[src/hw/rtl/assert_macros.svh]
`ifndef ASSERT_MACROS_SVH
`define ASSERT_MACROS_SVH

// Condition holds at every clock edge out of reset.
`define ASSERT_HOLDS(label, cond, msg) \
   label: assert property (@(posedge clock) disable iff (reset) (cond)) \
      else $error(msg);

// Antecedent implies consequent in the same cycle.
`define ASSERT_IMPLIES(label, ante, cons, msg) \
   label: assert property (@(posedge clock) disable iff (reset) (ante) |-> (cons)) \
      else $error(msg);

// Antecedent implies consequent in the next cycle.
`define ASSERT_NEXT(label, ante, cons, msg) \
   label: assert property (@(posedge clock) disable iff (reset) (ante) |=> (cons)) \
      else $error(msg);

`endif

[src/hw/rtl/nts_pkg.sv]
package nts_pkg;

   localparam int SINE_ENTRIES         = 64;
   localparam int SINE_IDX_W           = $clog2(SINE_ENTRIES);
   localparam int MAX_STEPS_PER_SAMPLE = 128;
   localparam int STEP_CNT_W           = $clog2(MAX_STEPS_PER_SAMPLE + 1);
   localparam int STEP_REG_W           = 23;
   localparam int PHASE_W              = 32;
   localparam int POS_W                = 16;
   localparam int NOISE_W              = 16;
   localparam int LEVEL_W              = 8;
   localparam int SMOOTH_W             = 24;
   localparam int SUM_W                = 11;
   localparam int SAMPLE_W             = 16;
   localparam int QUEUE_DEPTH          = 4;
   localparam int QUEUE_PTR_W          = $clog2(QUEUE_DEPTH);

   localparam logic [STEP_REG_W-1:0] STEP_RESET_VALUE = 23'd1141307;
   localparam logic [SMOOTH_W-1:0]   SMOOTH_MAX       = 24'hFF0000;
   localparam logic [SAMPLE_W-1:0]   SAMPLE_OFFSET    = 16'h8000;

   typedef enum logic [1:0] {
      REQ_TICK       = 2'd0,
      REQ_CONTROL    = 2'd1,
      REQ_NOISE_CLEAR = 2'd2
   } req_kind_type;

   typedef enum logic [1:0] {
      BK_IDLE,
      BK_SMOOTH,
      BK_MIX
   } back_state_type;

   typedef struct packed {
      logic [LEVEL_W-1:0]    target;
      logic [STEP_CNT_W-1:0] steps;
      logic [SINE_IDX_W:0]   pos;
      logic                  tone_low;
      logic                  tone_high;
      logic                  explosion;
   } tick_entry_type;

   function automatic logic [LEVEL_W-1:0] wave_lookup(input logic [SINE_IDX_W-1:0] idx);
      logic [LEVEL_W-1:0] val;
      case (idx)
         6'd0:  val = 8'd128;  6'd1:  val = 8'd140;  6'd2:  val = 8'd153;  6'd3:  val = 8'd165;
         6'd4:  val = 8'd177;  6'd5:  val = 8'd188;  6'd6:  val = 8'd199;  6'd7:  val = 8'd209;
         6'd8:  val = 8'd218;  6'd9:  val = 8'd226;  6'd10: val = 8'd234;  6'd11: val = 8'd240;
         6'd12: val = 8'd245;  6'd13: val = 8'd250;  6'd14: val = 8'd253;  6'd15: val = 8'd254;
         6'd16: val = 8'd255;  6'd17: val = 8'd254;  6'd18: val = 8'd253;  6'd19: val = 8'd250;
         6'd20: val = 8'd245;  6'd21: val = 8'd240;  6'd22: val = 8'd234;  6'd23: val = 8'd226;
         6'd24: val = 8'd218;  6'd25: val = 8'd209;  6'd26: val = 8'd199;  6'd27: val = 8'd188;
         6'd28: val = 8'd177;  6'd29: val = 8'd165;  6'd30: val = 8'd153;  6'd31: val = 8'd140;
         6'd32: val = 8'd128;  6'd33: val = 8'd116;  6'd34: val = 8'd103;  6'd35: val = 8'd91;
         6'd36: val = 8'd79;   6'd37: val = 8'd68;   6'd38: val = 8'd57;   6'd39: val = 8'd47;
         6'd40: val = 8'd38;   6'd41: val = 8'd30;   6'd42: val = 8'd22;   6'd43: val = 8'd16;
         6'd44: val = 8'd11;   6'd45: val = 8'd6;    6'd46: val = 8'd3;    6'd47: val = 8'd2;
         6'd48: val = 8'd1;    6'd49: val = 8'd2;    6'd50: val = 8'd3;    6'd51: val = 8'd6;
         6'd52: val = 8'd11;   6'd53: val = 8'd16;   6'd54: val = 8'd22;   6'd55: val = 8'd30;
         6'd56: val = 8'd38;   6'd57: val = 8'd47;   6'd58: val = 8'd57;   6'd59: val = 8'd68;
         6'd60: val = 8'd79;   6'd61: val = 8'd91;   6'd62: val = 8'd103;  6'd63: val = 8'd116;
         default: val = 8'd128;
      endcase
      return val;
   endfunction

   function automatic logic [LEVEL_W-1:0] level_lookup(input logic [2:0] vol);
      logic [LEVEL_W-1:0] val;
      case (vol)
         3'd0:    val = 8'h00;
         3'd1:    val = 8'h20;
         3'd2:    val = 8'h40;
         3'd3:    val = 8'h60;
         3'd4:    val = 8'h80;
         3'd5:    val = 8'hA0;
         3'd6:    val = 8'hC0;
         3'd7:    val = 8'hFF;
         default: val = 8'h00;
      endcase
      return val;
   endfunction

endpackage

[src/hw/rtl/nts_queue.sv]
module nts_queue (
   input  logic                    clock,
   input  logic                    reset,
   input  logic                    wr_en,
   input  nts_pkg::tick_entry_type wr_data,
   output logic                    full,
   input  logic                    rd_en,
   output nts_pkg::tick_entry_type rd_data,
   output logic                    empty
);
   import nts_pkg::*;

   tick_entry_type           slot_ff [QUEUE_DEPTH];
   logic [QUEUE_PTR_W-1:0]   wr_ptr_ff, wr_ptr_in;
   logic [QUEUE_PTR_W-1:0]   rd_ptr_ff, rd_ptr_in;
   logic [QUEUE_PTR_W:0]     count_ff, count_in;
   logic                     do_wr, do_rd;

   assign full    = (count_ff == (QUEUE_PTR_W+1)'(QUEUE_DEPTH));
   assign empty   = (count_ff == '0);
   assign do_wr   = wr_en && !full;
   assign do_rd   = rd_en && !empty;
   assign rd_data = slot_ff[rd_ptr_ff];

   always_comb begin
      wr_ptr_in = do_wr ? wr_ptr_ff + 1'b1 : wr_ptr_ff;
      rd_ptr_in = do_rd ? rd_ptr_ff + 1'b1 : rd_ptr_ff;
      count_in  = count_ff;
      if (do_wr && !do_rd) begin
         count_in = count_ff + 1'b1;
      end else if (do_rd && !do_wr) begin
         count_in = count_ff - 1'b1;
      end
   end

   always_ff @(posedge clock) begin
      if (reset) begin
         wr_ptr_ff <= '0;
         rd_ptr_ff <= '0;
         count_ff  <= '0;
      end else begin
         wr_ptr_ff <= wr_ptr_in;
         rd_ptr_ff <= rd_ptr_in;
         count_ff  <= count_in;
      end
   end

   always_ff @(posedge clock) begin
      if (do_wr) begin
         slot_ff[wr_ptr_ff] <= wr_data;
      end
   end

endmodule

[src/hw/rtl/nts_front.sv]
module nts_front (
   input  logic                                clock,
   input  logic                                reset,
   input  logic                                accept,
   input  logic [1:0]                          kind,
   input  logic [7:0]                          control_byte,
   input  logic                                step_wr,
   input  logic [nts_pkg::STEP_REG_W-1:0]      step_data,
   output logic                                tick_push,
   output nts_pkg::tick_entry_type             tick_entry
);
   import nts_pkg::*;

   logic [STEP_REG_W-1:0] step_ff, step_in;
   logic [PHASE_W-1:0]    phase_ff, phase_in;
   logic [POS_W-1:0]      last_ff, last_in;
   logic [NOISE_W-1:0]    noise_ff, noise_in;
   logic [LEVEL_W-1:0]    target_ff, target_in;
   logic [2:0]            volume_ff, volume_in;
   logic                  low_ff, low_in;
   logic                  high_ff, high_in;
   logic                  boom_ff, boom_in;

   logic [PHASE_W-1:0]    phase_sum;
   logic [POS_W-1:0]      cur;
   logic [POS_W-1:0]      diff;
   logic                  crossed;
   logic [NOISE_W-1:0]    noise_stepped;
   logic [LEVEL_W-1:0]    target_tick;
   logic [STEP_CNT_W-1:0] steps;

   assign phase_sum     = phase_ff + PHASE_W'(step_ff);
   assign cur           = phase_sum[PHASE_W-1 -: POS_W];
   assign diff          = cur - last_ff;
   assign crossed       = (cur[POS_W-1:6] != last_ff[POS_W-1:6]);
   assign noise_stepped = {noise_ff[NOISE_W-2:0], ~(noise_ff[14] ^ noise_ff[6])};
   assign steps         = (diff > POS_W'(MAX_STEPS_PER_SAMPLE)) ?
                          STEP_CNT_W'(MAX_STEPS_PER_SAMPLE) : diff[STEP_CNT_W-1:0];

   always_comb begin
      target_tick = target_ff;
      if (crossed) begin
         target_tick = noise_stepped[13] ? level_lookup(volume_ff) : '0;
      end
   end

   always_comb begin
      step_in   = step_wr ? step_data : step_ff;
      phase_in  = phase_ff;
      last_in   = last_ff;
      noise_in  = noise_ff;
      target_in = target_ff;
      volume_in = volume_ff;
      low_in    = low_ff;
      high_in   = high_ff;
      boom_in   = boom_ff;
      tick_push = 1'b0;
      if (accept) begin
         case (req_kind_type'(kind))
            REQ_TICK: begin
               phase_in  = phase_sum;
               last_in   = cur;
               target_in = target_tick;
               tick_push = 1'b1;
               if (crossed) begin
                  noise_in = noise_stepped;
               end
            end
            REQ_CONTROL: begin
               volume_in = control_byte[2:0];
               boom_in   = control_byte[3];
               low_in    = control_byte[4];
               high_in   = control_byte[5];
            end
            REQ_NOISE_CLEAR: begin
               noise_in = '0;
            end
            default: begin
            end
         endcase
      end
   end

   assign tick_entry.target    = target_tick;
   assign tick_entry.steps     = steps;
   assign tick_entry.pos       = cur[SINE_IDX_W+1:1];
   assign tick_entry.tone_low  = low_ff;
   assign tick_entry.tone_high = high_ff;
   assign tick_entry.explosion = boom_ff;

   always_ff @(posedge clock) begin
      if (reset) begin
         step_ff   <= STEP_RESET_VALUE;
         phase_ff  <= '0;
         last_ff   <= '0;
         noise_ff  <= '0;
         target_ff <= '0;
         volume_ff <= '0;
         low_ff    <= 1'b0;
         high_ff   <= 1'b0;
         boom_ff   <= 1'b0;
      end else begin
         step_ff   <= step_in;
         phase_ff  <= phase_in;
         last_ff   <= last_in;
         noise_ff  <= noise_in;
         target_ff <= target_in;
         volume_ff <= volume_in;
         low_ff    <= low_in;
         high_ff   <= high_in;
         boom_ff   <= boom_in;
      end
   end

endmodule

[src/hw/rtl/nts_back.sv]
`include "assert_macros.svh"

module nts_back (
   input  logic                              clock,
   input  logic                              reset,
   input  logic                              q_empty,
   input  nts_pkg::tick_entry_type           q_data,
   output logic                              q_pop,
   output logic                              empty,
   input  logic                              pop,
   output logic signed [nts_pkg::SAMPLE_W-1:0] sample
);
   import nts_pkg::*;

   back_state_type        state_ff, state_in;
   tick_entry_type        entry_ff, entry_in;
   logic [STEP_CNT_W-1:0] cnt_ff, cnt_in;
   logic [SMOOTH_W-1:0]   smooth_ff, smooth_in;
   logic                  out_valid_ff, out_valid_in;
   logic [SAMPLE_W-1:0]   out_ff, out_in;

   logic                  out_free;
   logic signed [SMOOTH_W:0] delta;
   logic [SMOOTH_W:0]     smooth_next;
   logic [SUM_W-1:0]      sum;
   logic [SUM_W-1:0]      tone_lo, tone_hi, boom;

   assign out_free = !out_valid_ff || pop;
   assign empty    = !out_valid_ff;
   assign sample   = out_ff;

   assign delta       = $signed({1'b0, entry_ff.target, 16'b0}) - $signed({1'b0, smooth_ff});
   assign smooth_next = {1'b0, smooth_ff} + (SMOOTH_W+1)'(delta >>> 7);

   assign tone_lo = entry_ff.tone_low ?
                    SUM_W'(wave_lookup(entry_ff.pos[SINE_IDX_W:1])) : '0;
   assign tone_hi = entry_ff.tone_high ?
                    SUM_W'(wave_lookup(entry_ff.pos[SINE_IDX_W-1:0])) : '0;
   assign boom    = entry_ff.explosion ? SUM_W'(smooth_ff[SMOOTH_W-1:14]) : '0;
   assign sum     = SUM_W'({smooth_ff[SMOOTH_W-1:16], 1'b0}) + tone_lo + tone_hi + boom;

   always_comb begin
      state_in = state_ff;
      case (state_ff)
         BK_IDLE: begin
            if (!q_empty) begin
               state_in = (q_data.steps != '0) ? BK_SMOOTH : BK_MIX;
            end
         end
         BK_SMOOTH: begin
            if (cnt_ff == STEP_CNT_W'(1)) begin
               state_in = BK_MIX;
            end
         end
         BK_MIX: begin
            if (out_free) begin
               state_in = BK_IDLE;
            end
         end
         default: state_in = BK_IDLE;
      endcase
   end

   always_comb begin
      q_pop        = 1'b0;
      entry_in     = entry_ff;
      cnt_in       = cnt_ff;
      smooth_in    = smooth_ff;
      out_valid_in = out_valid_ff && !pop;
      out_in       = out_ff;
      case (state_ff)
         BK_IDLE: begin
            if (!q_empty) begin
               q_pop    = 1'b1;
               entry_in = q_data;
               cnt_in   = q_data.steps;
            end
         end
         BK_SMOOTH: begin
            smooth_in = smooth_next[SMOOTH_W-1:0];
            cnt_in    = cnt_ff - 1'b1;
         end
         BK_MIX: begin
            if (out_free) begin
               out_valid_in = 1'b1;
               out_in       = {sum, 5'b0} - SAMPLE_OFFSET;
            end
         end
         default: begin
         end
      endcase
   end

   always_ff @(posedge clock) begin
      if (reset) begin
         state_ff     <= BK_IDLE;
         cnt_ff       <= '0;
         smooth_ff    <= '0;
         out_valid_ff <= 1'b0;
      end else begin
         state_ff     <= state_in;
         cnt_ff       <= cnt_in;
         smooth_ff    <= smooth_in;
         out_valid_ff <= out_valid_in;
      end
   end

   always_ff @(posedge clock) begin
      entry_ff <= entry_in;
      out_ff   <= out_in;
   end

   `ASSERT_HOLDS(a_smooth_range, smooth_ff <= SMOOTH_MAX, "smoothed noise out of range")
   `ASSERT_IMPLIES(a_smooth_count, state_ff == BK_SMOOTH, cnt_ff != '0, "smoothing with zero count")
   `ASSERT_NEXT(a_pop_starts_work, q_pop, state_ff != BK_IDLE, "queue entry taken but no work")

endmodule

[src/hw/rtl/noise_tone_sound_synth_core.sv]
// Noise and tone sound synthesizer core.
// Request channel (push/full): req_type selects a sample tick, a control byte
// write (req_control_byte: volume, explosion, two tone enables) or a noise
// shift register clear. A transaction completes when push is high and full low.
// Response channel (empty/pop): one signed sample, rsp_audio_sample, per tick;
// the oldest sample is shown while empty is low and leaves when pop is high.
// CSR channel (valid/ready): csr_oversample_step, taken whenever valid is high.
// The front end acts on every accepted request and queues ticks four deep.
// The back end takes one tick from the queue when idle, steps the noise
// smoother once per oversample step of that tick, capped at 128 and skipped
// when there are none, then mixes the sample; it takes the next tick only once
// that sample has gone into the output register. A tick holds about 17
// oversample steps at the reset step value.
// When pop is held low the finished sample waits in the output register, the
// back end stops in its mix cycle and the queue fills until full rises.
// Reset is synchronous: control state clears but the data registers do not,
// and the step register returns to its default of 768000 / 44100 in 16.16.
module noise_tone_sound_synth_core (
   input  logic                                 clock,
   input  logic                                 reset,
   input  logic                                 push,
   output logic                                 full,
   input  logic [1:0]                           req_type,
   input  logic [7:0]                           req_control_byte,
   output logic                                 empty,
   input  logic                                 pop,
   output logic signed [nts_pkg::SAMPLE_W-1:0]  rsp_audio_sample,
   input  logic                                 valid,
   output logic                                 ready,
   input  logic [nts_pkg::STEP_REG_W-1:0]       csr_oversample_step
);
   import nts_pkg::*;

   logic           accept;
   logic           tick_push;
   tick_entry_type tick_entry;
   tick_entry_type q_data;
   logic           q_empty;
   logic           q_pop;

   assign ready  = 1'b1;
   assign accept = push && !full;

   nts_front u_front (
      .clock        (clock),
      .reset        (reset),
      .accept       (accept),
      .kind         (req_type),
      .control_byte (req_control_byte),
      .step_wr      (valid),
      .step_data    (csr_oversample_step),
      .tick_push    (tick_push),
      .tick_entry   (tick_entry)
   );

   nts_queue u_queue (
      .clock   (clock),
      .reset   (reset),
      .wr_en   (tick_push),
      .wr_data (tick_entry),
      .full    (full),
      .rd_en   (q_pop),
      .rd_data (q_data),
      .empty   (q_empty)
   );

   nts_back u_back (
      .clock   (clock),
      .reset   (reset),
      .q_empty (q_empty),
      .q_data  (q_data),
      .q_pop   (q_pop),
      .empty   (empty),
      .pop     (pop),
      .sample  (rsp_audio_sample)
   );

endmodule
[config.mk]
export PLATFORM = sky130hd
export DESIGN_NAME = noise_tone_sound_synth_core
export DESIGN_NICKNAME = d
export VERILOG_FILES = /design/src/hw/rtl/nts_pkg.sv /design/src/hw/rtl/nts_queue.sv /design/src/hw/rtl/nts_front.sv /design/src/hw/rtl/nts_back.sv /design/src/hw/rtl/noise_tone_sound_synth_core.sv
export VERILOG_INCLUDE_DIRS = /design/src /design/src/hw/rtl
export SDC_FILE = /design/constraint.sdc
export NUM_CORES = 1
export LEC_CHECK = 0
export BUFFER_PORTS_ARGS = -buffer_cell sky130_fd_sc_hd__buf_2
export CAP_MARGIN = 20
export CORE_ASPECT_RATIO = 2
export CORE_MARGIN = 2
export CORE_UTILIZATION = 51
export DETAILED_ROUTE_END_ITERATION = 8
export GPL_ROUTABILITY_DRIVEN = 0
export PLACE_DENSITY = 0.68
export SLEW_MARGIN = 5
export SYNTH_ARGS = -nofsm -noshare
export SYNTH_HDL_FRONTEND = slang
export SYNTH_SLANG_ARGS = --single-unit
[constraint.sdc]
create_clock -name clock -period 12 [get_ports clock]
set_input_delay 1.2 -clock clock [delete_from_list [all_inputs] [get_ports clock]]
set_output_delay 1.2 -clock clock [all_outputs]
set_load 0.005 [all_outputs]
# After elaboration in Yosys (flattened, before gate mapping)

Memory sizes are Yosys's and may differ from the RTL's. A register that Yosys moved wholly into a read port is not among the register bits.
Index checks and enable logic that the tools add are counted.

Flip-flop bits (word level): 176
Latch bits: 0
Memory bits (writable): 104
ROM bits: 1088
Output and inout port bits: 19
Logic and storage cells: 112
Memories: 4

Memories:

| name            | depth | bits a word | read ports | clocked after memory_dff | write ports | line            | text |
|---|---|---|---|---|---|---|---|
| (no name shown) | 64    | 8           | 1          | 1                        | 0           | nts_pkg.sv:45   | `case (idx)` |
| (no name shown) | 64    | 8           | 1          | 1                        | 0           | nts_pkg.sv:45   |  |
| u_queue.slot_ff | 4     | 26          | 1          | 1                        | 1           | nts_queue.sv:13 | `tick_entry_type slot_ff [QUEUE_DEPTH];` |
| (no name shown) | 8     | 8           | 1          | 1                        | 0           | nts_pkg.sv:69   | `case (vol)` |

Add/sub/neg operators: 13
Multipliers: 0
Divide/modulo/power cells: 0
Magnitude comparators: 1
Eq/ne operators: 11
Shift-type cells: 0
Multiplexer cells: 31
Bitwise operators: 3
Reductions and logical operators: 27

Operators by type and width:

| cell                                                                  | count |
|---|---|
| 8-bit 2-to-1 mux                                                      | 6 |
| 32-bit by 23-bit adder with 32-bit output                             | 1 |
| 15-bit one-hot mux with 2 select lines                                | 1 |
| 24-bit by 24-bit subtractor with 25-bit output                        | 1 |
| 24-bit adder                                                          | 1 |
| 11-bit adder                                                          | 2 |
| 16-bit by 8-bit > comparator with 1-bit output, second input constant | 1 |
| 8-bit one-hot mux with 2 select lines                                 | 1 |
| 16-bit subtractor                                                     | 1 |
| 16-bit subtractor, second input constant                              | 1 |
| 15-bit 2-to-1 mux                                                     | 1 |
| 2-bit 2-to-1 mux                                                      | 6 |
| 3-bit 2-to-1 mux                                                      | 4 |
| 6-bit 2-to-1 mux                                                      | 2 |
| 9-bit by 11-bit adder with 11-bit output                              | 1 |
| 10-bit 2-to-1 mux                                                     | 1 |
| 10-bit != test                                                        | 1 |
| 2-bit AND reduction                                                   | 5 |
| 8-bit by 1-bit equality test with 1-bit output, second input constant | 1 |
| 1-bit 2-to-1 mux                                                      | 8 |
| 8-bit nonzero test                                                    | 1 |
| 8-bit by 1-bit subtractor with 8-bit output, second input constant    | 1 |
| 1-bit logical AND                                                     | 6 |
| 1-bit zero test                                                       | 6 |
| 16 further kinds                                                      | 26 |

# Depth between registers and ports, before layout

Gate-level depths: netlist of the first run.

Depth after elaboration: 9
Mapped depth: 23

# Cells and area by module

From an unflattened synthesis of the first run, not the netlist that was laid out.

Cells, all modules: 1694
Area total of the unflattened synthesis: 16588.4 um2

By module, submodules not included:

| module                      | times used | cells an instance | area each (um2) |
|---|---|---|---|
| nts_back                    | 1          | 800               | 6661.4 |
| nts_front                   | 1          | 707               | 5656.7 |
| nts_queue                   | 1          | 184               | 4245.3 |
| noise_tone_sound_synth_core | 1          | 3                 | 25.0 |

# Worst setup path before layout of the first run

Ideal clock, no wire load.

Path kind: reg-to-reg
Start point: register u_front.phase_ff[0]
End point: memory u_queue.slot_ff[0][12] (netlist name) (data pin)
Arrival time: 4.933 ns
Data required time: 11.761 ns
Path slack: 6.828 ns
Cell stages (with the launch flop): 24
Buffers on the path: 0
Cells stage by stage: dfxtp_1 ha_1 fa_1 a21oi_1 o211ai_1 o21ai_0 o21ai_0 a21o_1 a21o_1 a21o_1 a21oi_1 xor2_1 ha_1 fa_1 nor2b_1 o21ai_0 a21boi_0 o21ai_0 a21oi_1 or4_1 a31oi_1 mux2i_1 nand3_1 nor4_1

RTL lines:

| item                   | line             | text |
|---|---|---|
| from (decl)            | nts_front.sv:15  | `logic [PHASE_W-1:0] phase_ff, phase_in;` |
| from (signal assigned) | nts_front.sv:104 | `phase_ff <= phase_in;` |
| to (decl)              | nts_queue.sv:13  |  |

==> results.toml, run 1 <==
[synthesis]
synthTopCellsByCount = "nand2_1, nor2_1, a21oi_1"
async_flop_share_pct = 0
synthMuxAreaShare_pct = 5.65
yosys_register_bits = 280
synth_top_family_by_area = "compound AO/OA/AOI/OAI gates"
yosysUniqueCellTypes = 81
synth-edff-count = 133
synthAdderAreaFrac_pct = 10.0
synth.area.top_cells = "edfxtp_1, dfxtp_1, ha_1, a21oi_1, nand2_1"
seq_area_frac_synth_pct = 43.3
syn_area_um2 = 16000
yosysTopAreaCell = "edfxtp_1"
synth_top_area_share_pct = 24.9
yosysMostFrequentCell = "nand2_1"
yosys_most_used_dff = "dfxtp_1"
synth-simple-area-share_pct = 16.4
synth_compound_area_share_pct = 16.7
ys_warn_count = 0
synth_cells = 1658
synth_xor_area_share_pct = 3.88
syn_area_per_cell_um2 = 9.66

[timing]
fin_setup_tns_ns = 0
min_period_ns = 6.48
max_freq_mhz = 154
rsz0062_at_grt = "false"
timing_hold_violations_final = 0
tightest_slew_ns = 1.11
final_max_slew_viol_count = 0
relSlewSlack_pct = 26.0
hold_ws_ns = 0.458
finalCritPeriodShare_pct = 54.0
final-setup-viol-count = 0
skew_ns = 0.0219

[finish]
n_fill_cell = 2642
syn2layout_area_growth_pct = 9.17
nets = 1825
drive_gt1_share_pct = 9.83
register_area_um2 = 6940
multi_input_area_um2 = 8500
fin_cells = 2108

[clock_network]
ctsRootBufferMaster = "clkbuf_16"
h-tree-depth = 1
post_cts_buffers = 0
cts_tree = "yes"
cts_resized = 0
cts_sinks = 280
clk_pin_slew_ns = 0.06
cts_buffer_depth = 3
worst_skew_pair.late_latency_ns = 0.54
cts_buffers = 25
hold_buffers = 0

[power]
p_leak_nw = 6.77
vdd_drop_max_uv = 147
power_density_nw_per_um2 = 275

[critical_path]
cpPeakStageDelay_ns = 0.61
crit_chain = "ha_1, fa_1, a21oi_1, o211ai_1, o21ai_0, o21ai_0, a21o_1, a21o_1, a21o_1, a21oi_1, xor2_1, ha_1, fa_1, nor2b_1, o21ai_0, a21boi_0, o21ai_0, a21oi_1, or4_1, a31oi_1, mux2i_1, nand3_1, nor4_1"
cp_common_cell = "o21ai_0"
crit_arrival_ns = 6.72
ff2ff_path_depth = 23
end_kind = "flop"
path_buf_inv = 0
crit_fanout = 5
critPathKind = "flop to flop"
required_ns = 12.24
cpMaxStageDelayCell = "nor4_1"
rrSetupSlack_ns = 5.52
r2r-end = "u_queue.slot_ff[2][10]"
reg2reg_from = "u_front.phase_ff[0]"
crit_path_start_kind = "flop"
crit_family = "compound AO/OA/AOI/OAI gates"

[run_status]
status = "complete, no violations"

[grt]
grt-ovfl-total = 0
grt_pass1_wl_mm = 60.1
grt_pass1_vias = 12400
antenna_found_initial = 0
gr-usage-all-layers_pct = 22.9
grt_max_degree = 84

[die]
fp.dieW_um = 129
initial_core_util_pct = 51.9
core_um2 = 30900
ioPinCount = 57
dieArea_um2 = 32900
die_h_um = 255
std_cell_rows = 91

[drt]
wire_per_inst_um = 17.6
postRouteAntennaNets = 0
route.detailed.drc = 0
drt-pass1-iter-count = 5
vias_per_cell = 5.87
totalWireLength_mm = 37.1
vias = 12400
drtIter0Drc = 827

[min_path]
hp-class = "flop to flop"
hold_depth = 2
hold_start = "u_front.phase_ff[13]"
hold_path_end = "u_front.phase_ff[13]"

[placement]
detailed_place_hpwl_mm = 27.2
placed_cells = 2062
port_buffers = 48

[flow_run]
cap_violations = 0
==> registers in the layout (all words and copies together) (netlist names), named ones only <==
register	cells
u_back.smooth_ff	24
u_back.state_ff	2
u_front.boom_ff	1
u_front.target_ff	8
u_queue.count_ff	3
u_front.high_ff	1
u_queue.slot_ff	104
u_back.entry_ff	18
u_back.sample	11
u_front.last_ff	15
u_front.low_ff	1
u_front.phase_ff	16
u_back.cnt_ff	8
u_front.step_ff	23
u_queue.rd_ptr_ff	2
u_front.noise_ff	15
u_back.out_valid_ff	1
u_front.volume_ff	3
u_queue.wr_ptr_ff	2
==> layout make-up <==
| cell class | count | share of cell area (%) |
|---|---|---|
| multi-input combinational | 1220 | 48.6 |
| sequential | 280 | 39.7 |
| clock buffer | 33 | 3.92 |
| tap | 418 | 2.99 |
| timing repair buffer | 69 | 2.29 |
| inverter | 75 | 1.61 |
| clock inverter | 12 | 0.916 |
| antenna | 1 | 0.0143 |
==> per-stage QoR <==
step / instance area, um^2 / total power, mW / setup slack [ns] / util [%]
2_1_floorplan: 16000 / 3.32 / 6.83 / -
3_3_place_gp: 16600 / 3.89 / 5.73 / 53.9
3_5_place_dp: 16600 / 3.96 / 5.66 / 53.9
4_1_cts: 17500 / 4.81 / 5.61 / 56.7
5_1_grt: 17500 / 5.19 / 5.13 / 56.7
6_report: 17500 / 4.81 / 5.52 / 56.7
==> power by group <==
group,leakage (nW),internal [mW],switching (mW)
registers,2.47,1.18,0.128
clock network,0.409,0.488,0.357
logic,3.89,1.04,1.62
total,6.77,2.71,2.10
==> per-layer routing <==
metal / routed length (um) / vias to the layer above / global-route usage, % / part of all wire (%)
met4: 2390 / 0 / 14.3 / 6.4
met3: 1210 / 138 / 2.22 / 3.3
li1: - / 6032 / - / -
met1: 12700 / 5899 / 21.6 / 34
met5: 0 / - / 0 / 0
met2: 20800 / 310 / 45.5 / 56
==> worst max-delay path by stage <==
| stage | start | to | slack [ns] | depth (start not counted) |
|---|---|---|---|---|
| 2_1_floorplan | u_front.phase_ff[0] | u_queue.slot_ff[0][12] | 6.83 | 23 |
| 3_3_place_gp | u_front.phase_ff[0] | u_queue.slot_ff[0][11] | 5.73 | 23 |
| 3_5_place_dp | u_front.phase_ff[0] | u_queue.slot_ff[1][11] | 5.66 | 23 |
| 4_1_cts | u_front.phase_ff[0] | u_queue.slot_ff[0][11] | 5.61 | 23 |
| 5_1_grt | u_front.phase_ff[0] | u_queue.slot_ff[0][11] | 5.13 | 23 |
| 6_report | u_front.phase_ff[0] | u_queue.slot_ff[2][10] | 5.52 | 23 |
==> cells in the final DEF, fill, tap and decap left out, types with 11 or more instances in the layout <==
cell,n
and2_1,15
buf_2,47
xnor2_1,46
a211oi_1,33
nand3_1,31
o21ai_0,66
mux2i_1,24
a21o_1,27
inv_1,73
dfxtp_1,146
buf_4,22
ha_1,96
a21oi_1,152
o21a_1,11
mux4_2,26
nor2b_1,25
nor3_1,35
a31oi_1,13
nor2_1,159
clkbuf_16,25
nor4_1,18
fa_1,20
nand2_1,179
o21bai_1,11
a211o_1,15
o211ai_1,19
edfxtp_1,133
nor3b_1,17
xor2_1,25
or3_1,17
==> cell families after synthesis <==
kind of cell	Yosys count
DFF	280
AOI/OAI and AO/OA	415
and+or+nand+nor	555
other	2
xor gates and xnor gates	71
adders and majority gates	116
muxes	57
buffers and inverters	162
==> worst reg2reg max path, stage by stage (launching register included) <==
cell and delay, ns:
dfxtp_1 0.32, ha_1 0.22, fa_1 0.42, a21oi_1 0.27, o211ai_1 0.20, o21ai_0 0.23
o21ai_0 0.27, a21o_1 0.23, a21o_1 0.20, a21o_1 0.18, a21oi_1 0.25, xor2_1 0.18
ha_1 0.20, fa_1 0.22, nor2b_1 0.05, o21ai_0 0.22, a21boi_0 0.19, o21ai_0 0.25
a21oi_1 0.17, or4_1 0.46, a31oi_1 0.23, mux2i_1 0.32, nand3_1 0.31, nor4_1 0.61
No activity file was read; power rests on OpenSTA's default activity.
==> run 2, diff against run 1 <==
--- a/config.mk
+++ b/config.mk
@@ -13,7 +13,7 @@
 export CORE_UTILIZATION = 51
 export DETAILED_ROUTE_END_ITERATION = 8
 export GPL_ROUTABILITY_DRIVEN = 0
-export PLACE_DENSITY = 0.68
+export PLACE_DENSITY = 0.7
 export SLEW_MARGIN = 5
 export SYNTH_ARGS = -nofsm -noshare
 export SYNTH_HDL_FRONTEND = slang
==> constraint.sdc (replaced) <==
create_clock -name clock -period 5.9 [get_ports clock]
set_input_delay 0.59 -clock clock [delete_from_list [all_inputs] [get_ports clock]]
set_output_delay 0.59 -clock clock [all_outputs]
set_load 0.005 [all_outputs]
==> run 2 against run 1 <==
Effect of this change:
- clock skew grew 0.0038 ns
- setup slack lost 5.2 ns
- sequential share of layout area shrank 0.63 points
- combinational power grew 110%
- first-iteration DRC count grew 13%
- clock-buffer cell count grew 1
- critical path type unchanged
==> results.toml, run 2 (same netlist as run 1, synthesis figures left out) <==
[power]
vdd_drop_max_uv = 390
p_leak_nw = 6.92
power_density_nw_per_um2 = 559
finalPower_mw = 9.93

[timing]
tightest_slew_ns = 0.953
timing_hold_violations_final = 0
skew_ns = 0.0257
rsz0062_at_grt = "false"
max_freq_mhz = 181
worst_slack_ns = 0.369
min_period_ns = 5.53
final-setup-viol-count = 0
relSlewSlack_pct = 36.5
finalCritPeriodShare_pct = 93.7
final_max_slew_viol_count = 0

[finish]
layout_commonest_cell = "nand2_1"
top_regs = "u_queue.slot_ff: 104 flops, u_back.smooth_ff: 24 flops, u_front.step_ff: 23 flops"
n_fill_cell = 2658
fin_cells = 2127
stdcell_area_um2 = 17800
nets = 1843
largest_reg_flops = 104
most-common-layout-cells = "nand2_1, nor2_1, a21oi_1"
regMostFlops = "u_queue.slot_ff"
antennaDiodeCount = 0
drive_gt1_share_pct = 11.8
syn2layout_area_growth_pct = 10.9

[drt]
drtIter0Drc = 931
wire_per_inst_um = 18.0
route.detailed.drc = 0
postRouteAntennaNets = 0
vias_per_cell = 5.89
drt-pass1-iter-count = 5
vias = 12500
totalWireLength_mm = 38.2

[grt]
grt_max_degree = 84
gr-usage-all-layers_pct = 23.4
antenna_found_initial = 0
grt_pass1_vias = 12700
grt_pass1_wl_mm = 61.6
grt-ovfl-total = 0

[critical_path]
crit_fanout = 4
end_kind = "flop"
crit_path_start_kind = "flop"
required_ns = 6.17
critPathKind = "flop to flop"
crit_arrival_ns = 5.80

[clock_network]
worst_skew_pair.late_latency_ns = 0.55
h-tree-depth = 1
cts_tree = "yes"
clk_pin_slew_ns = 0.06
hold_buffers = 0
cts_buffers = 26
cts_buffer_depth = 3
cts_sinks = 280
ctsRootBufferMaster = "clkbuf_16"

[die]
std_cell_rows = 91
initial_core_util_pct = 51.9
dieArea_um2 = 32900
die_h_um = 255
ioPinCount = 57
fp.dieW_um = 129
core_um2 = 30900

[run_status]
status = "complete, no violations"

[placement]
dpl_cell_area_um2 = 16800
port_buffers = 48
post-place-ws_ns = -0.00654
placed_cells = 2078
detailed_place_hpwl_mm = 27.6

[min_path]
hp-class = "primary input to flop"

[flow_run]
cap_violations = 0
run 2: cell count changes in the layout (fill, tap and decap cells not counted), sizes merged:
| cell | change |
|---|---|
| clkinvlp | -1 |
| clkbuf | +1 |
| bufinv | -2 |
| inv | +1 |
| clkinv | +4 |
| buf | +17 |
| diode | -1 |
run 2: stage by stage:
step                      TNS, ns  hold slack, ns  util [%]
after global placement          0           0.443      54.3
after global routing            0           0.224      57.6
after floorplan                 0           0.436         -
after detailed placement  -0.0261           0.453      54.3
after CTS                       0           0.220      57.4
final                           0           0.243      57.6
run 2: final cells by class:
class	instances	area [um^2]	share of cell area [%]
well taps	418	523	2.94
multi-input cells	1220	8560	48.2
clock buffers	34	796	4.48
flip-flops and latches	280	6940	39.0
clock inverters	14	138	0.775
repair buffers	86	528	2.97
inverters	75	282	1.58
run 2: metal layers:
| layer | track usage [%] | vias up | part of all wire, % |
|---|---|---|---|
| met5 | 0 | - | 0 |
| met4 | 12.1 | 0 | 4.8 |
| met3 | 2.35 | 123 | 3.2 |
| met2 | 47.1 | 326 | 58 |
| met1 | 22.4 | 6010 | 34 |
| li1 | - | 6062 | - |
run 2: worst max-delay path, cell delays in order, from the launching register on:
cell      delay (ns)
dfxtp_1         0.32
ha_1            0.23
fa_2            0.38
a21oi_2         0.15
o211ai_1        0.19
o21ai_2         0.14
o21ai_1         0.16
a21o_1          0.21
a21o_1          0.20
a21o_1          0.19
a21oi_2         0.19
xor2_1          0.17
ha_1            0.20
fa_1            0.20
nor2b_1         0.05
o21ai_1         0.15
a21boi_0        0.14
o21ai_1         0.28
a21oi_2         0.13
or4_1           0.47
a31oi_2         0.26
mux2i_2         0.33
nand2_1         0.13
or3_1           0.38
run 2: path summary, 6_finish.rpt:
kind | start | depth (start not counted) | slack, ns | to
worst max-delay path | u_front.phase_ff[0] | 23 | 0.37 | u_queue.slot_ff[2][17]
worst min-delay path | csr_oversample_step[4] | 2 | 0.24 | u_front.step_ff[4]
worst max register to register | u_front.phase_ff[0] | 23 | 0.37 | u_queue.slot_ff[2][17]
worst min register to register | u_front.phase_ff[12] | 2 | 0.46 | u_front.phase_ff[12]
run 2: where the power goes:
| group | leakage, nW | switching (mW) | internal (mW) |
|---|---|---|---|
| clock network | 0.466 | 0.749 | 1.04 |
| registers | 2.47 | 0.215 | 2.41 |
| logic | 3.98 | 3.37 | 2.14 |
| total | 6.92 | 4.33 | 5.59 |
run 2: repair_timing:
item                                    CTS  global route
gates cloned                              0             0
buffers inserted                          0             1
pin swaps                                 0             4
hold endpoints to repair                  0             0
gates resized for setup                   3            14
endpoints found under the setup margin    8            32
==> run 3, diff against run 2 <==
--- a/config.mk
+++ b/config.mk
@@ -11,6 +11,7 @@
 export CORE_ASPECT_RATIO = 2
 export CORE_MARGIN = 2
 export CORE_UTILIZATION = 51
+export CTS_BUF_LIST = sky130_fd_sc_hd__clkbuf_4
 export DETAILED_ROUTE_END_ITERATION = 8
 export GPL_ROUTABILITY_DRIVEN = 0
 export PLACE_DENSITY = 0.7
==> run 3 against run 2 <==
Effect of this change:
- first-iteration DRC count fell by 10%
- final cell count rose by 3.6%
- register-to-register slack improved by 0.03 ns
- global-route usage rose by 0.43 points
- clock power fell by 10%
- clock-buffer cell count rose by 62
- die area did not move
- via count rose by 2.4%
- combinational power barely moved
- setup slack improved by 0.032 ns
==> results.toml, run 3 (same netlist as run 1, synthesis figures left out) <==
[critical_path]
crit_chain = "ha_1, fa_2, a21oi_2, o211ai_1, o21ai_2, o21ai_1, a21o_1, a21o_1, a21o_1, a21oi_2, xor2_1, ha_1, fa_1, nor2b_1, o21ai_1, a21boi_0, o21ai_1, a21oi_2, or4_1, a31oi_2, mux2i_1, nand3_2, nor4_1, buf_4"
r2r-end = "u_queue.slot_ff[2][10]"
end_kind = "flop"
ff2ff_path_depth = 24
cpMaxStageDelayCell = "or4_1"
crit_fanout = 5
cp-endpoint = "u_queue.slot_ff[2][10]"
startpoint = "u_front.phase_ff[0]"
rrSetupSlack_ns = 0.40
crit_path_start_kind = "flop"
required_ns = 6.46
critPathKind = "flop to flop"
crit_arrival_ns = 6.06
cpPeakStageDelay_ns = 0.46
reg2reg_from = "u_front.phase_ff[0]"

[die]
std_cell_rows = 91
ioPinCount = 57
fp.dieW_um = 129
core_um2 = 30900
die_h_um = 255
dieArea_um2 = 32900
initial_core_util_pct = 51.9

[placement]
dpl_cell_area_um2 = 16800
port_buffers = 48
detailed_place_hpwl_mm = 27.6
placed_cells = 2078

[grt]
grt_pass1_wl_mm = 62.1
grt-ovfl-total = 0
grt_max_degree = 84
grt_pass1_vias = 13100
gr-usage-all-layers_pct = 23.8
antenna_found_initial = 1

[power]
pwr-share-clk_pct = 16.5
intPower_mw = 5.35
seqPwrFrac_pct = 26.9
p_comb_share_pct = 56.6
sw_frac_of_total_pct = 45.1
power_density_nw_per_um2 = 550
p_switching_mw = 4.39
vdd_drop_max_uv = 235
p_leak_nw = 6.97

[finish]
top_regs = "u_queue.slot_ff: 104 flops, u_back.smooth_ff: 24 flops, u_front.step_ff: 23 flops"
register_area_um2 = 6940
nets = 1885
syn2layout_area_growth_pct = 10.5
drive_gt1_share_pct = 14.8
n_fill_cell = 2706
fin_cells = 2204
fin_util_pct = 57.3
most-common-layout-cells = "nand2_1, nor2_1, a21oi_1"
layout_commonest_cell = "nand2_1"
stdcell_area_um2 = 17700
multi_input_area_um2 = 8550
regMostFlops = "u_queue.slot_ff"
largest_reg_flops = 104

[flow_run]
cap_violations = 0

[timing]
fin_setup_tns_ns = 0
finalCritPeriodShare_pct = 93.2
final_max_slew_viol_count = 0
hold_ws_ns = 0.0681
tightest_slew_ns = 0.945
relSlewSlack_pct = 36.9
min_period_ns = 5.50
timing_hold_violations_final = 0
max_freq_mhz = 182
skew_ns = 0.0622
final-setup-viol-count = 0

[run_status]
status = "complete, no violations"

[min_path]
hold_depth = 2
hp-class = "primary input to flop"

[drt]
drtIter0Drc = 836
drt-pass1-iter-count = 7
totalWireLength_mm = 38.6
postRouteAntennaNets = 0
wire_per_inst_um = 17.5
route.detailed.drc = 0
vias_per_cell = 5.82
vias = 12800

[clock_network]
cts_buffer_depth = 3
worst_skew_pair.late_latency_ns = 0.74
hold_buffers = 0
cts_tree = "yes"
clk_pin_slew_ns = 0.07
h-tree-depth = 3
cts_sinks = 280
cts_buffers = 67
ctsRootBufferMaster = "clkbuf_4"
==> run 3: what timing repair did <==
item	4_1_cts	5_1_grt
setup endpoints to repair	8	32
hold endpoints to repair	0	0
gates resized for setup	2	13
pin swaps	0	5
buffers inserted	0	2
==> run 3: worst min path at each step <==
stage | start | to | slack [ns]
floorplan | u_front.phase_ff[11] | u_front.phase_ff[11] | 0.44
global placement | u_front.phase_ff[11] | u_front.phase_ff[11] | 0.44
detailed placement | u_front.phase_ff[4] | u_front.phase_ff[4] | 0.45
CTS | csr_oversample_step[20] | u_front.step_ff[20] | 0.005
global route | csr_oversample_step[4] | u_front.step_ff[4] | 0.03
finish | csr_oversample_step[20] | u_front.step_ff[20] | 0.07
==> run 3: final cells by class <==
| cell class | instances | area share [%] |
|---|---|---|
| clock inverters | 27 | 0.799 |
| repair buffers | 87 | 3.03 |
| flip-flops and latches | 280 | 39.2 |
| multi-input cells | 1220 | 48.3 |
| clock buffers | 96 | 4.07 |
| well taps | 418 | 2.96 |
| diodes | 1 | 0.0141 |
| inverters | 75 | 1.59 |
==> run 3: critical path: cells and delay by family, from the launching register on <==
family / cells / cell delay [ns]
compound gates: 13 / 2.34
simple gates: 4 / 1.05
fa+ha+maj: 4 / 1.01
flops: 1 / 0.32
mux: 1 / 0.28
xor+xnor: 1 / 0.17
buf+inv: 1 / 0.17
==> run 3: power groups by stage <==
| stage | registers (mW) | logic [mW] | clock network, mW |
|---|---|---|---|
| floorplan | 2.56 | 4.18 | 0 |
| detailed placement | 2.67 | 5.40 | 0 |
| global placement | 2.65 | 5.25 | 0 |
| CTS | 2.62 | 5.44 | 1.66 |
| finish | 2.62 | 5.51 | 1.61 |
| global route | 2.65 | 6.14 | 1.74 |
==> run 3: metrics by stage <==
| step | power [mW] | setup slack (ns) |
|---|---|---|
| detailed placement | 8.06 | -0.00654 |
| global route | 10.5 | -0.0234 |
| CTS | 9.71 | 0.00356 |
| finish | 9.74 | 0.401 |
| global placement | 7.90 | 0.108 |
| floorplan | 6.74 | 0.728 |
==> run 3: layer usage <==
layer	GRT usage, %	up-vias	wire length (um)
li1	-	6195	-
met1	21.6	6106	13000
met4	15.2	0	2200
met2	46.9	369	22100
met5	0	-	0
met3	3.82	154	1370
